===== config.mk =====
export PLATFORM = sky130hd
export DESIGN_NAME = fbpa_ctrl
export DESIGN_NICKNAME = d
export VERILOG_FILES = /design/src/rtl/core/fbpa_pkg.sv /design/src/rtl/core/fbpa_ctrl.sv
export SDC_FILE = /design/constraint.sdc
export NUM_CORES = 1
export LEC_CHECK = 0
export BUFFER_PORTS_ARGS = -buffer_cell sky130_fd_sc_hd__buf_2
export CAP_MARGIN = 20
export CORE_MARGIN = 2
export CORE_UTILIZATION = 47
export CTS_CLUSTER_DIAMETER = 200
export DETAILED_ROUTE_END_ITERATION = 10
export HOLD_SLACK_MARGIN = 0.05
export PLACE_DENSITY = 0.83
export SYNTH_ARGS = -nofsm -noshare
export SYNTH_HDL_FRONTEND = slang
export SYNTH_SLANG_ARGS = --single-unit

===== constraint.sdc =====
create_clock -name clk -period 2.6 [get_ports clk]
set_input_delay 0 -clock clk [delete_from_list [all_inputs] [get_ports clk]]
set_output_delay 0 -clock clk [all_outputs]
set_load 0.03 [all_outputs]

===== src/rtl/core/fbpa_pkg.sv =====
// fbpa_pkg: shared types, codes and reset values of the fixed block pool allocator
// depends on nothing; used by fbpa_ctrl, fbpa_dp, fixed_block_pool_allocator and fbpa_checker
package fbpa_pkg;

  localparam int ADDR_W         = 48;
  localparam int COUNTER_BITS   = 32;
  localparam int STRIDE_W       = 21;
  localparam int COUNT_W        = 11;
  localparam int OP_W           = 2;
  localparam int STATUS_W       = 3;
  localparam int CFG_IDX_W      = 2;
  localparam int CFG_DATA_W     = 48;
  localparam int MAX_BLOCKS_DEF = 1024;

  // operations
  localparam logic [OP_W-1:0] OP_ALLOC   = 2'd0;
  localparam logic [OP_W-1:0] OP_RELEASE = 2'd1;
  localparam logic [OP_W-1:0] OP_RESET   = 2'd2;
  localparam logic [OP_W-1:0] OP_UNDEF   = 2'd3;

  // result status
  localparam logic [STATUS_W-1:0] ST_OK          = 3'd0;
  localparam logic [STATUS_W-1:0] ST_UNAVAILABLE = 3'd1;
  localparam logic [STATUS_W-1:0] ST_EXHAUSTED   = 3'd2;
  localparam logic [STATUS_W-1:0] ST_NULL        = 3'd3;
  localparam logic [STATUS_W-1:0] ST_FOREIGN     = 3'd4;
  localparam logic [STATUS_W-1:0] ST_INTERIOR    = 3'd5;
  localparam logic [STATUS_W-1:0] ST_DOUBLE      = 3'd6;

  // configuration register indexes
  localparam logic [CFG_IDX_W-1:0] CFG_ENABLE = 2'd0;
  localparam logic [CFG_IDX_W-1:0] CFG_BASE   = 2'd1;
  localparam logic [CFG_IDX_W-1:0] CFG_STRIDE = 2'd2;
  localparam logic [CFG_IDX_W-1:0] CFG_COUNT  = 2'd3;

  // configuration reset values
  localparam logic                RST_ENABLE = 1'b1;
  localparam logic [ADDR_W-1:0]   RST_BASE   = 48'h0000_0001_0000;
  localparam logic [STRIDE_W-1:0] RST_STRIDE = 21'd64;
  localparam logic [COUNT_W-1:0]  RST_COUNT  = 11'd1024;

  typedef struct packed {
    logic [OP_W-1:0]   operation;
    logic [ADDR_W-1:0] address;
  } in_item_t;

  typedef struct packed {
    logic [STATUS_W-1:0]     status;
    logic [ADDR_W-1:0]       block_address;
    logic [COUNT_W-1:0]      blocks_in_use;
    logic [COUNT_W-1:0]      blocks_in_use_peak;
    logic [COUNTER_BITS-1:0] good_allocations;
    logic [COUNTER_BITS-1:0] good_releases;
    logic [COUNTER_BITS-1:0] alloc_failures;
    logic [COUNTER_BITS-1:0] bad_releases;
    logic [COUNTER_BITS-1:0] reset_events;
  } out_item_t;

  // controller to datapath
  typedef struct packed {
    logic                capture;
    logic                rd_head;
    logic                alloc_commit;
    logic                alloc_fail;
    logic                rel_prep;
    logic                div_start;
    logic                div_step;
    logic                rd_quo;
    logic                rel_commit;
    logic                bad_release;
    logic                walk_start;
    logic                walk_step;
    logic                reset_evt;
    logic                set_status;
    logic [STATUS_W-1:0] status_code;
    logic                load_out;
  } cmd_t;

  // datapath to controller
  typedef struct packed {
    logic            enabled;
    logic [OP_W-1:0] op;
    logic            head_valid;
    logic            is_null;
    logic            below_base;
    logic            beyond_span;
    logic            div_last;
    logic            rem_zero;
    logic            entry_in_use;
    logic            walk_last;
    logic            out_free;
  } sts_t;

endpackage


===== src/rtl/core/fbpa_ctrl.sv =====
// fbpa_ctrl: sequencing state machine of the block pool allocator
// depends on fbpa_pkg
module fbpa_ctrl (
  input  logic           clk,
  input  logic           rst_n,
  input  logic           in_valid,
  output logic           in_ready,
  input  fbpa_pkg::sts_t sts,
  output fbpa_pkg::cmd_t cmd
);

  localparam logic [3:0] S_INIT   = 4'd0;
  localparam logic [3:0] S_IDLE   = 4'd1;
  localparam logic [3:0] S_DECODE = 4'd2;
  localparam logic [3:0] S_ALLOC  = 4'd3;
  localparam logic [3:0] S_RCHK   = 4'd4;
  localparam logic [3:0] S_DIV    = 4'd5;
  localparam logic [3:0] S_RIDX   = 4'd6;
  localparam logic [3:0] S_RUSE   = 4'd7;
  localparam logic [3:0] S_WALK   = 4'd8;
  localparam logic [3:0] S_DONE   = 4'd9;

  logic [3:0] state_r, state_nxt;

  assign in_ready = (state_r == S_IDLE);

  always_comb begin
    cmd       = '0;
    state_nxt = state_r;
    case (state_r)
      S_INIT: begin
        cmd.walk_step = 1'b1;
        if (sts.walk_last) state_nxt = S_IDLE;
      end
      S_IDLE: begin
        if (in_valid) begin
          cmd.capture = 1'b1;
          state_nxt   = S_DECODE;
        end
      end
      S_DECODE: begin
        if (!sts.enabled) begin
          cmd.set_status  = 1'b1;
          cmd.status_code = fbpa_pkg::ST_UNAVAILABLE;
          state_nxt       = S_DONE;
        end else begin
          case (sts.op)
            fbpa_pkg::OP_ALLOC: begin
              if (sts.head_valid) begin
                cmd.rd_head = 1'b1;
                state_nxt   = S_ALLOC;
              end else begin
                cmd.alloc_fail  = 1'b1;
                cmd.set_status  = 1'b1;
                cmd.status_code = fbpa_pkg::ST_EXHAUSTED;
                state_nxt       = S_DONE;
              end
            end
            fbpa_pkg::OP_RELEASE: begin
              cmd.rel_prep = 1'b1;
              state_nxt    = S_RCHK;
            end
            fbpa_pkg::OP_RESET: begin
              cmd.walk_start = 1'b1;
              state_nxt      = S_WALK;
            end
            default: begin
              cmd.set_status  = 1'b1;
              cmd.status_code = fbpa_pkg::ST_UNAVAILABLE;
              state_nxt       = S_DONE;
            end
          endcase
        end
      end
      S_ALLOC: begin
        cmd.alloc_commit = 1'b1;
        cmd.set_status   = 1'b1;
        cmd.status_code  = fbpa_pkg::ST_OK;
        state_nxt        = S_DONE;
      end
      S_RCHK: begin
        if (sts.is_null) begin
          cmd.bad_release = 1'b1;
          cmd.set_status  = 1'b1;
          cmd.status_code = fbpa_pkg::ST_NULL;
          state_nxt       = S_DONE;
        end else if (sts.below_base || sts.beyond_span) begin
          cmd.bad_release = 1'b1;
          cmd.set_status  = 1'b1;
          cmd.status_code = fbpa_pkg::ST_FOREIGN;
          state_nxt       = S_DONE;
        end else begin
          cmd.div_start = 1'b1;
          state_nxt     = S_DIV;
        end
      end
      S_DIV: begin
        cmd.div_step = 1'b1;
        if (sts.div_last) state_nxt = S_RIDX;
      end
      S_RIDX: begin
        if (!sts.rem_zero) begin
          cmd.bad_release = 1'b1;
          cmd.set_status  = 1'b1;
          cmd.status_code = fbpa_pkg::ST_INTERIOR;
          state_nxt       = S_DONE;
        end else begin
          cmd.rd_quo = 1'b1;
          state_nxt  = S_RUSE;
        end
      end
      S_RUSE: begin
        cmd.set_status = 1'b1;
        if (!sts.entry_in_use) begin
          cmd.bad_release = 1'b1;
          cmd.status_code = fbpa_pkg::ST_DOUBLE;
        end else begin
          cmd.rel_commit  = 1'b1;
          cmd.status_code = fbpa_pkg::ST_OK;
        end
        state_nxt = S_DONE;
      end
      S_WALK: begin
        cmd.walk_step = 1'b1;
        if (sts.walk_last) begin
          cmd.reset_evt   = 1'b1;
          cmd.set_status  = 1'b1;
          cmd.status_code = fbpa_pkg::ST_OK;
          state_nxt       = S_DONE;
        end
      end
      S_DONE: begin
        if (sts.out_free) begin
          cmd.load_out = 1'b1;
          state_nxt    = S_IDLE;
        end
      end
      default: begin
        state_nxt = S_IDLE;
      end
    endcase
  end

  always_ff @(posedge clk) begin
    if (!rst_n) begin
      state_r <= S_INIT;
    end else begin
      state_r <= state_nxt;
    end
  end

endmodule


== After elaboration in Yosys (flattened, before gate mapping) ==
Cells that the tools add are included.
Storage, ports and cells
  register bits after elaboration: 4
  input bits: 15
  output and inout port bits: 19
  logic and storage cells: 77
Operators by class
  equality and inequality tests: 16
  muxes and demuxes: 53
  reductions and logical operators: 7
Operators by type and width (number)
  4-bit two-way mux: 15
  4-bit one-hot mux with 9 select lines: 1
  1-bit two-way mux: 29
  4-bit one-hot mux with 6 select lines: 1
  4-bit by 3-bit == test with 1-bit output (second input constant): 4
  4-bit one-hot mux with 3 select lines: 1
  2-bit inequality test (second input constant): 5
  4-bit by 2-bit == test with 1-bit output (second input constant): 2
  4-bit == test (second input constant): 2
  4-bit one-hot mux with 2 select lines: 1
  2-bit OR reduction: 3
  5-bit two-way mux: 1
  5-bit AND reduction: 1
  4-bit by 1-bit == test with 1-bit output (second input constant): 1
  4-bit logical NOT: 1
  2-bit two-way mux: 2
  3-bit two-way mux: 1
  1-bit one-hot mux with 3 select lines: 1
  2-bit by 1-bit == test with 1-bit output (second input constant): 1
  2-bit == test (second input constant): 1
  2-bit logical NOT: 1
  1-bit logical OR: 1

== Depth between registers and ports, before layout ==
Gate-level depths: netlist of the first run.
  word-level depth: 5
  mapped depth: 6
  depth with buffers taken out: 6

== Worst setup path before layout of the first run ==
Ideal clock, no wire load.
  path kind: reg-to-output
  from: reg state_r[1]
  to: out cmd[17] (netlist name)
  arrival time: 1.739 ns
  data required time: 2.600 ns
  slack: 0.861 ns
  cell stages (with the launch flop): 5
  buffers on the path: 1
  path through: dfxtp_1 buf_2 nand2b_1 nor3_1 and2_1
RTL lines
  start: declaration: line fbpa_ctrl.sv:23  | logic [3:0] state_r, state_nxt;
  start signal: assignment: line fbpa_ctrl.sv:148  | state_r <= state_nxt;
  end: declaration: line fbpa_ctrl.sv:9  | output fbpa_pkg::cmd_t cmd

==> run_results.csv, run 1 <==
group,metric,value,unit
detailed_routing,vias,801,
final_layout,area_delta_synth_final,27.59,%
final_layout,finalNonFillerCells,140,
sta,final_max_slew_viol_count,0,
detailed_routing,met3_length,130,um
setup_path,arrival,1.96,ns
hold_path,min_from,"sts[0]",
status,status,"finished, final reports clean",
yosys,ys_ff_latch,4,
sta,timing.slew.headroom,56.83,%
final_layout,nNetsFinal,146,
sta,worst_clock_skew,0.006791,ns
setup_path,r2r_setup_slack,0.98,ns
detailed_routing,wl_met1,716,um
setup_path,required,2.60,ns
floorplanning,fp-row-count,13,
detailed_routing,routed_via_density,5.721,
place,gp_congestion,0.8491,
setup_path,r2r_cells,4,
global_route,grt_antenna_before_repair,0,
final_layout,top_register,"state_r",
power,powerDensity,268.8,nW/um2
sta,rsz0062_at_grt,"false",
detailed_routing,top_layer,"met4",
clocking,cts-root-buf,"clkbuf_4",
detailed_routing,route.met2.wl,877,um
detailed_routing,routedWlPerCell,12.36,um
detailed_routing,drt_iter0_markers,19,
sta,period_minus_slack,1.957,ns
final_layout,largest_register_ffs,4,
setup_path,start_kind,"register",
setup_path,cp-end-kind,"primary output",
power,p_leak,0.4213,nW
floorplanning,core,1301,um2
detailed_routing,drcViolationCount,0,
final_layout,antennaDiodeCount,0,
clocking,tritoncts,"built",
setup_path,worstPathMaxFanout,18,
sta,hold_violations,0,
run,drv_cap,0,
clocking,cts_made_buffers,3,
floorplanning,io_pins,34,
global_route,gr-total-overflow,0,
floorplanning,die_y,41.28,um
hold_path,hold_depth,4,
global_route,grt_max_degree,19,
clocking,clock_path_buffers,2,
yosys,netlist_instances,94,
hold_path,min_to,"state_r[3]",
power,peakVddDrop,0.0001992,V
final_layout,n_fill_cell,128,
clocking,cts_sinks,4,
place,io_buffers,33,
yosys,synthDistinctLibCells,34,
sta,fmax,0.5109,GHz
sta,finalSetupTns,0,ns
sta,worst_pin_slew,0.6467,ns
place,hpwlAfterDp,1.346,mm
detailed_routing,postRouteAntennaNets,0,
clocking,htreeDepth,1,
floorplanning,die_area,1704,um2
setup_path,reg2reg_to,"state_r[3]",
detailed_routing,wirelength,1.731,mm
clocking,insertion_delay,0.23,ns
yosys,synthesis.area,653.1,um2
final_layout,drive_gt1_share,30.40,%
yosys,synth_warnings,0,
yosys,seq_area_frac_synth,12.26,%
setup_path,path_class,"reg2out",
yosys,synth_nets,113,
global_route,grt_pass1_wl,2.677,mm
final_layout,reg_top3,"state_r: 4 flops",
sta,setup_viol,0,
place,dp_cells,136,
global_route,grt_pass1_vias,659,
setup_path,timing.rr.start,"state_r[0]",
detailed_routing,firstDrtPassIters,4,
floorplanning,initial_utilization,50.19,%
floorplanning,die_x,41.28,um
hold_path,hold_class,"in2reg",
global_route,grt.total_usage,22.56,%
yosys,syn_area_per_cell,6.948,um2
sta,post-route-period-util,75.28,%
clocking,clk_pin_slew,0.04,ns
synthesized netlist by cell type, drive strengths merged:
cell / count / share of area [%]
a21o: 1 / 1.1
a21oi: 9 / 6.9
a2bb2oi: 1 / 1.3
and2: 1 / 0.96
and3: 4 / 3.8
and4: 1 / 1.3
buf: 6 / 5.6
dfxtp: 4 / 12
ha: 4 / 7.7
inv: 5 / 2.9
mux2i: 2 / 3.1
nand2: 6 / 3.4
nand2b: 6 / 6.1
nand3: 3 / 2.3
nand3b: 2 / 2.3
nand4b: 2 / 2.7
nor2: 11 / 6.3
nor2b: 3 / 2.9
nor3: 4 / 3.1
nor4b: 1 / 3.6
o2111a: 1 / 1.7
o211a: 1 / 1.5
o21a: 3 / 3.4
o21ai: 4 / 3.1
o21bai: 1 / 1.1
o221ai: 1 / 1.3
o22ai: 2 / 1.9
o2bb2ai: 1 / 1.3
o31ai: 1 / 1.1
or3: 1 / 0.96
or3b: 2 / 2.7
logic make-up (layout without fill, tap and decap cells):
kind of cell             Yosys count  count (layout)  synth area share, %
multiplexers                       2               2                3.065
flip-flops                         4               4                12.26
AO/OA/AOI/OAI                     26              26                26.05
buffers and inverters             11              42                8.429
AND/OR/NAND/NOR                   47              47                42.53
adder cells (fa/ha/maj)            4               4                7.663
cell type report:
cell class / instances / area (um2) / area share (%)
clock buffers: 3 / 22.52 / 2.703
inverters: 5 / 18.77 / 2.252
flip-flops and latches: 4 / 80.08 / 9.610
repair buffers: 34 / 175.2 / 21.02
well taps: 15 / 18.77 / 2.252
multi-input cells: 79 / 518.0 / 62.16
power breakdown:
part | total, mW | internal (mW) | switching [mW]
clock network | 0.0768 | 0.0516 | 0.0252
registers | 0.0737 | 0.0637 | 0.00999
logic | 0.0735 | 0.0310 | 0.0425
total | 0.224 | 0.146 | 0.0777
critical path, cell delays in order, from the launching register on:
cell	delay, ns
dfxtp_1	0.73
nor2_1	0.18
and3_1	0.24
or3b_1	0.38
buf_2	0.19
metal layers:
layer,vias to the layer above,track usage [%]
met5,-,0
met4,0,4.032
met3,2,1.630
met2,38,40.23
met1,360,29.49
li1,401,-
placed cells by master, fill, tap and decap left out, types with 2 or more instances in the layout:
master,netlist,layout
or3b_1,2,2
inv_1,5,5
o21a_1,3,3
nand2b_1,5,5
nor2_1,11,11
nand3b_1,2,2
nor2b_1,3,3
and3_1,4,4
dfxtp_1,4,4
nand4b_1,2,2
mux2i_1,2,2
buf_2,5,33
nor3_1,4,4
ha_1,4,4
nand2_1,6,6
nand3_1,3,3
o21ai_1,2,2
o22ai_1,2,2
clkbuf_4,0,3
o21ai_0,2,2
a21oi_1,9,9
repair_timing:
| item | 4_1_cts | 5_1_grt |
|---|---|---|
| hold buffers | 1 | 0 |
| gates resized for setup | 0 | 0 |
| hold endpoints to repair | 2 | 0 |
| setup buffers | 0 | 0 |
how the worst max path moves through the flow:
stage                          start  endpoint  slack [ns]  depth (start not counted)
after global routing      state_r[1]    cmd[2]        0.52                          5
final                     state_r[0]    cmd[4]        0.64                          4
after floorplan           state_r[1]   cmd[17]        0.86                          4
after global placement    state_r[0]    cmd[4]        0.98                          4
after detailed placement  state_r[0]    cmd[4]        0.93                          4
after CTS                 state_r[0]    cmd[4]        0.68                          4
per-stage QoR:
step | total power, mW | hold WS [ns] | util [%] | cell area, um2 | setup slack, ns
5_1_grt | 0.2372 | 0.1442 | 64.04 | 833.3 | 0.5174
6_report | 0.2240 | 0.1293 | 64.04 | 833.3 | 0.6427
3_5_place_dp | 0.1464 | 0.2715 | 61.54 | 800.8 | 0.9348
3_3_place_gp | 0.1440 | 0.2709 | 61.54 | 800.8 | 0.9783
4_1_cts | 0.2239 | 0.1259 | 64.04 | 833.3 | 0.6788
2_1_floorplan | 0.1199 | 0.1175 | - | 653.1 | 0.8607
(Power assumes the default switching activity.)
==> run 2: changes to the inputs <==
Settings changed: CORE_UTILIZATION 47 to 40, PLACE_DENSITY 0.83 to 0.75.
Clock period 2.6 ns to 1.8 ns, I/O delays scaled along.
==> run 2 against run 1 <==
  * Utilization decreased by 8.0 points
  * Sequential cell count unchanged
  * Final cell count increased by 2.1%
==> run_results.csv, run 2 (synthesis gave the netlist of run 1 again) <==
group,metric,value,unit
detailed_routing,routedWlPerCell,12.38,um
place,gp_congestion,0.7959,
final_layout,final_common_cell,"buf_2",
floorplanning,io_pins,34,
sta,hold_violations,0,
global_route,grt.total_usage,18.49,%
sta,worst_clock_skew,0.0009825,ns
setup_path,crit_slowest_cell,"dfxtp_1",
clocking,tritoncts,"built",
floorplanning,fp-row-count,14,
detailed_routing,drcViolationCount,0,
final_layout,final_util,55.99,%
place,io_buffers,33,
clocking,cts_sinks,4,
setup_path,arrival,1.69,ns
setup_path,critPathBufInv,1,
sta,setup_ws,0.1060,ns
place,dp_cells,139,
floorplanning,core,1524,um2
final_layout,reg_top3,"state_r: 4 flops",
detailed_routing,postRouteAntennaNets,0,
sta,post-route-period-util,94.11,%
sta,setup_viol,0,
place,post-place-ws,0.1921,ns
sta,worst_pin_slew,0.4164,ns
global_route,grt_pass1_wl,2.835,mm
final_layout,top_register,"state_r",
final_layout,drive_gt1_share,33.86,%
setup_path,start_kind,"register",
global_route,gr-total-overflow,0,
sta,final_max_slew_viol_count,0,
final_layout,finalNonFillerCells,143,
run,drv_cap,0,
detailed_routing,wirelength,1.771,mm
clocking,clk_pin_slew,0.04,ns
clocking,insertion_delay,0.23,ns
floorplanning,die_y,44.41,um
place,hpwlAfterDp,1.424,mm
power,peakVddDrop,0.0004363,V
final_layout,antennaDiodeCount,0,
status,status,"finished, final reports clean",
detailed_routing,drt_iter0_markers,8,
power,report.power.total,325.2,uW
hold_path,hold_class,"in2reg",
setup_path,cp-end-kind,"primary output",
setup_path,path_class,"reg2out",
global_route,grt_antenna_before_repair,0,
floorplanning,die_x,44.41,um
final_layout,n_fill_cell,167,
setup_path,required,1.80,ns
global_route,grt_max_degree,16,
clocking,clock_path_buffers,2,
detailed_routing,routed_via_density,5.497,
sta,whs,0.1400,ns
detailed_routing,firstDrtPassIters,4,
setup_path,cpLargestDelayFamily,"flip-flops",
sta,timing.slew.headroom,72.20,%
final_layout,largest_register_ffs,4,
final_layout,nNetsFinal,148,
clocking,cts-root-buf,"clkbuf_4",
floorplanning,die_area,1972,um2
detailed_routing,vias,786,
sta,rsz0062_at_grt,"true",
setup_path,worstPathMaxFanout,12,
clocking,cts_made_buffers,3,
clocking,post_cts_buffers,0,
power,powerDensity,381.1,nW/um2
sta,period_minus_slack,1.694,ns
power,p_leak,0.4331,nW
final_layout,final_cell_mix,"buf_2 (33), nor2_1 (11), a21oi_1 (9)",
sta,fmax,0.5903,GHz
floorplanning,initial_utilization,42.86,%
global_route,grt_pass1_vias,685,
setup_path,max_stage_delay,0.56,ns
setup_path,crit_chain,"nor4b_4 > o21ai_1 > o21ai_0 > or3b_1 > buf_2",
final_layout,area_delta_synth_final,30.65,%
clocking,htreeDepth,1,
[run 2: changes by cell type in the layout (fill, tap and decap cells not counted)]
cell	change
dfxtp_2	+3
buf_4	+2
dfxtp_1	-3
[run 2: routing by layer]
metal | global-route usage [%] | wire length, um
met1 | 23.70 | 805
met2 | 32.94 | 859
met3 | 4.082 | 107
met4 | 1.212 | 0
met5 | 0 | 0
[run 2: worst min-delay path: stages]
cell and delay (ns):
buf_2 0.10, nand2b_1 0.10, o211a_1 0.13
[run 2: metrics by stage]
step	area [um2]	setup TNS, ns
CTS	850.8	0
finish	853.3	0
floorplan	653.1	0
global route	853.3	-0.01334
global placement	817.0	0
detailed placement	817.0	0
[run 2: timing repair]
action	CTS	global route
resized for setup	1	2
endpoints found under the setup margin	1	2
hold endpoints to repair	2	0
hold buffers	1	0
[run 2: area by class of cell]
cell class	instances	area [um2]	share of cell area, %
clock buffers	3	22.52	2.639
inverters	5	18.77	2.199
multi-input cells	79	518.0	60.70
flip-flops and latches	4	83.83	9.824
well taps	16	20.02	2.346
repair buffers	36	190.2	22.29
[run 2: power by group]
group	switching (mW)	internal, mW
registers	0.0116	0.0927
clock network	0.0332	0.0743
logic	0.0657	0.0477
total	0.111	0.215
[run 2: worst paths after layout]
check                                 from    endpoint  slack (ns)  cells past startpoint
worst max-delay path            state_r[3]      cmd[4]        0.11                      5
worst min register to register  state_r[1]  state_r[3]        0.68                      2
worst min-delay path                sts[1]  state_r[0]        0.14                      3
worst max register to register  state_r[3]  state_r[0]        0.23                      4
==> run 3: changes to the inputs <==
Settings changed: BUFFER_PORTS_ARGS -buffer_cell sky130_fd_sc_hd__buf_2 to unset, CORE_AREA set to 2 2 39 41, CORE_MARGIN 2 to unset, CORE_UTILIZATION 40 to unset, DIE_AREA set to 0 0 41 43, DONT_BUFFER_PORTS set to 1, PLACE_DENSITY 0.75 to 0.66.
==> run 3 against run 2 <==
  * Sequential power hardly changed
  * Via count is 8.8% lower
  * Total power is 5.0% lower
  * First-iteration DRC count is 110% higher
  * Global-route usage is 2.2 points higher
  * Clock power hardly changed
  * Utilization is 1.5 points higher
  * Largest power group is now clock
  * Highest routed layer is now met4
==> run_results.csv, run 3 (synthesis gave the netlist of run 1 again) <==
group,metric,value,unit
setup_path,cp-end-kind,"primary output",
sta,fmax,0.5731,GHz
final_layout,largest_register_ffs,4,
sta,period_minus_slack,1.745,ns
sta,whs,0.07219,ns
global_route,grt_antenna_before_repair,0,
power,p_seq_share,32.9,%
final_layout,nNetsFinal,129,
clocking,htreeDepth,1,
hold_path,hold_class,"in2reg",
final_layout,multi_input_area,518.0,um2
power,p_leak,0.3467,nW
floorplanning,io_pins,34,
clocking,post_cts_buffers,0,
sta,hold_violations,0,
detailed_routing,wirelength,1.646,mm
detailed_routing,vias,717,
floorplanning,die_y,43,um
power,powerDensity,388.2,nW/um2
clocking,cts_made_buffers,3,
final_layout,antennaDiodeCount,0,
detailed_routing,firstDrtPassIters,4,
detailed_routing,drt_iter0_markers,17,
place,post-place-ws,0.2415,ns
setup_path,cp_num_cells,3,
floorplanning,initial_utilization,47.20,%
sta,worst_clock_skew,0.002491,ns
setup_path,crit_chain,"nor2b_1 > and3_1 > or3b_1",
sta,rsz0062_at_grt,"false",
detailed_routing,routedWlPerCell,13.27,um
global_route,grt_pass1_wl,2.649,mm
clocking,clk_pin_slew,0.03,ns
global_route,grt.total_usage,20.70,%
final_layout,n_fill_cell,142,
floorplanning,die_area,1763,um2
final_layout,final_cell_mix,"buf_4 (14), nor2_1 (11), a21oi_1 (9)",
setup_path,path_class,"reg2out",
setup_path,critPathBufInv,0,
clocking,tritoncts,"built",
setup_path,crit_slowest_cell,"dfxtp_1",
clocking,cts_sinks,4,
setup_path,worstPathMaxFanout,11,
setup_path,arrival,1.74,ns
clocking,cts-root-buf,"clkbuf_4",
floorplanning,die_x,41,um
hold_path,hold_depth,2,
global_route,gr-total-overflow,0,
setup_path,start_kind,"register",
final_layout,top_register,"state_r",
final_layout,drive_gt1_share,18.52,%
sta,timing.slew.headroom,63.48,%
detailed_routing,drcViolationCount,0,
power,peakVddDrop,0.0003675,V
setup_path,max_stage_delay,0.57,ns
power,switchingPower,98.48,uW
final_layout,seq_area,81.33,um2
power,power_switching_share,31.87,%
global_route,grt_pass1_vias,674,
final_layout,final_util,57.50,%
global_route,grt_max_degree,16,
setup_path,required,1.80,ns
run,drv_cap,0,
sta,post-route-period-util,96.93,%
final_layout,area_delta_synth_final,21.84,%
detailed_routing,routed_via_density,5.782,
sta,final_max_slew_viol_count,0,
detailed_routing,postRouteAntennaNets,0,
setup_path,r2r_cells,4,
status,status,"finished, final reports clean",
power,internal_power,210.5,uW
sta,finalSetupTns,0,ns
final_layout,final_common_cell,"buf_4",
floorplanning,fp-row-count,14,
power,p_comb_share,32.9,%
place,gp_congestion,0.7623,
sta,setup_ws,0.05519,ns
sta,worst_pin_slew,0.5458,ns
clocking,insertion_delay,0.23,ns
clocking,clock_path_buffers,2,
final_layout,reg_top3,"state_r: 4 flops",
setup_path,cpLargestDelayFamily,"simple AND/OR/NAND/NOR gates",
sta,setup_viol,0,
power,clkPwrFrac,34.2,%
floorplanning,core,1384,um2
place,hpwlAfterDp,1.307,mm
place,io_buffers,0,
==> run 3: power by group through the flow <==
stage	logic [mW]	registers, mW	clock network, mW
after floorplan	0.0794	0.0938	0
after global placement	0.0924	0.102	0
after detailed placement	0.0945	0.102	0
after CTS	0.101	0.101	0.112
after global routing	0.112	0.102	0.117
final	0.102	0.102	0.106
==> run 3: per-stage QoR <==
stage               power [mW]  std cells  cell area (um2)
finish                  0.3090        124            795.8
global route            0.3314        124            795.8
CTS                     0.3134        124            794.5
detailed placement      0.1965        118            742.0
global placement        0.1940        118            742.0
floorplan               0.1732         94            653.1
==> run 3: path summary, 6_finish.rpt <==
check,slack [ns],startpoint,endpoint
setup / recovery,0.06,state_r[2],cmd[4]
hold / removal,0.07,sts[11],state_r[2]
hold reg to reg,0.62,state_r[1],state_r[3]
setup reg to reg,0.24,state_r[3],state_r[0]
==> run 3: final cells by class <==
| type | count | area share, % |
|---|---|---|
| clock buffer | 3 | 2.830 |
| sequential | 4 | 10.22 |
| tap | 16 | 2.516 |
| multi-input combinational | 79 | 65.09 |
| inverter | 5 | 2.358 |
| timing repair buffer | 17 | 16.98 |
==> run 3: routing by layer <==
metal | vias to the layer above | share of wire (%) | global-route usage, %
met5 | - | 0 | 0
met4 | 0 | 0.85 | 5.333
met3 | 2 | 6.3 | 6.283
met2 | 27 | 49 | 33.44
met1 | 323 | 43 | 25.48
li1 | 365 | - | -
==> run 3: what timing repair did <==
| action | in CTS | in global routing |
|---|---|---|
| hold endpoints to repair | 4 | 0 |
| gates resized for setup | 0 | 1 |
| hold buffers | 3 | 0 |
| setup endpoints to repair | 0 | 2 |
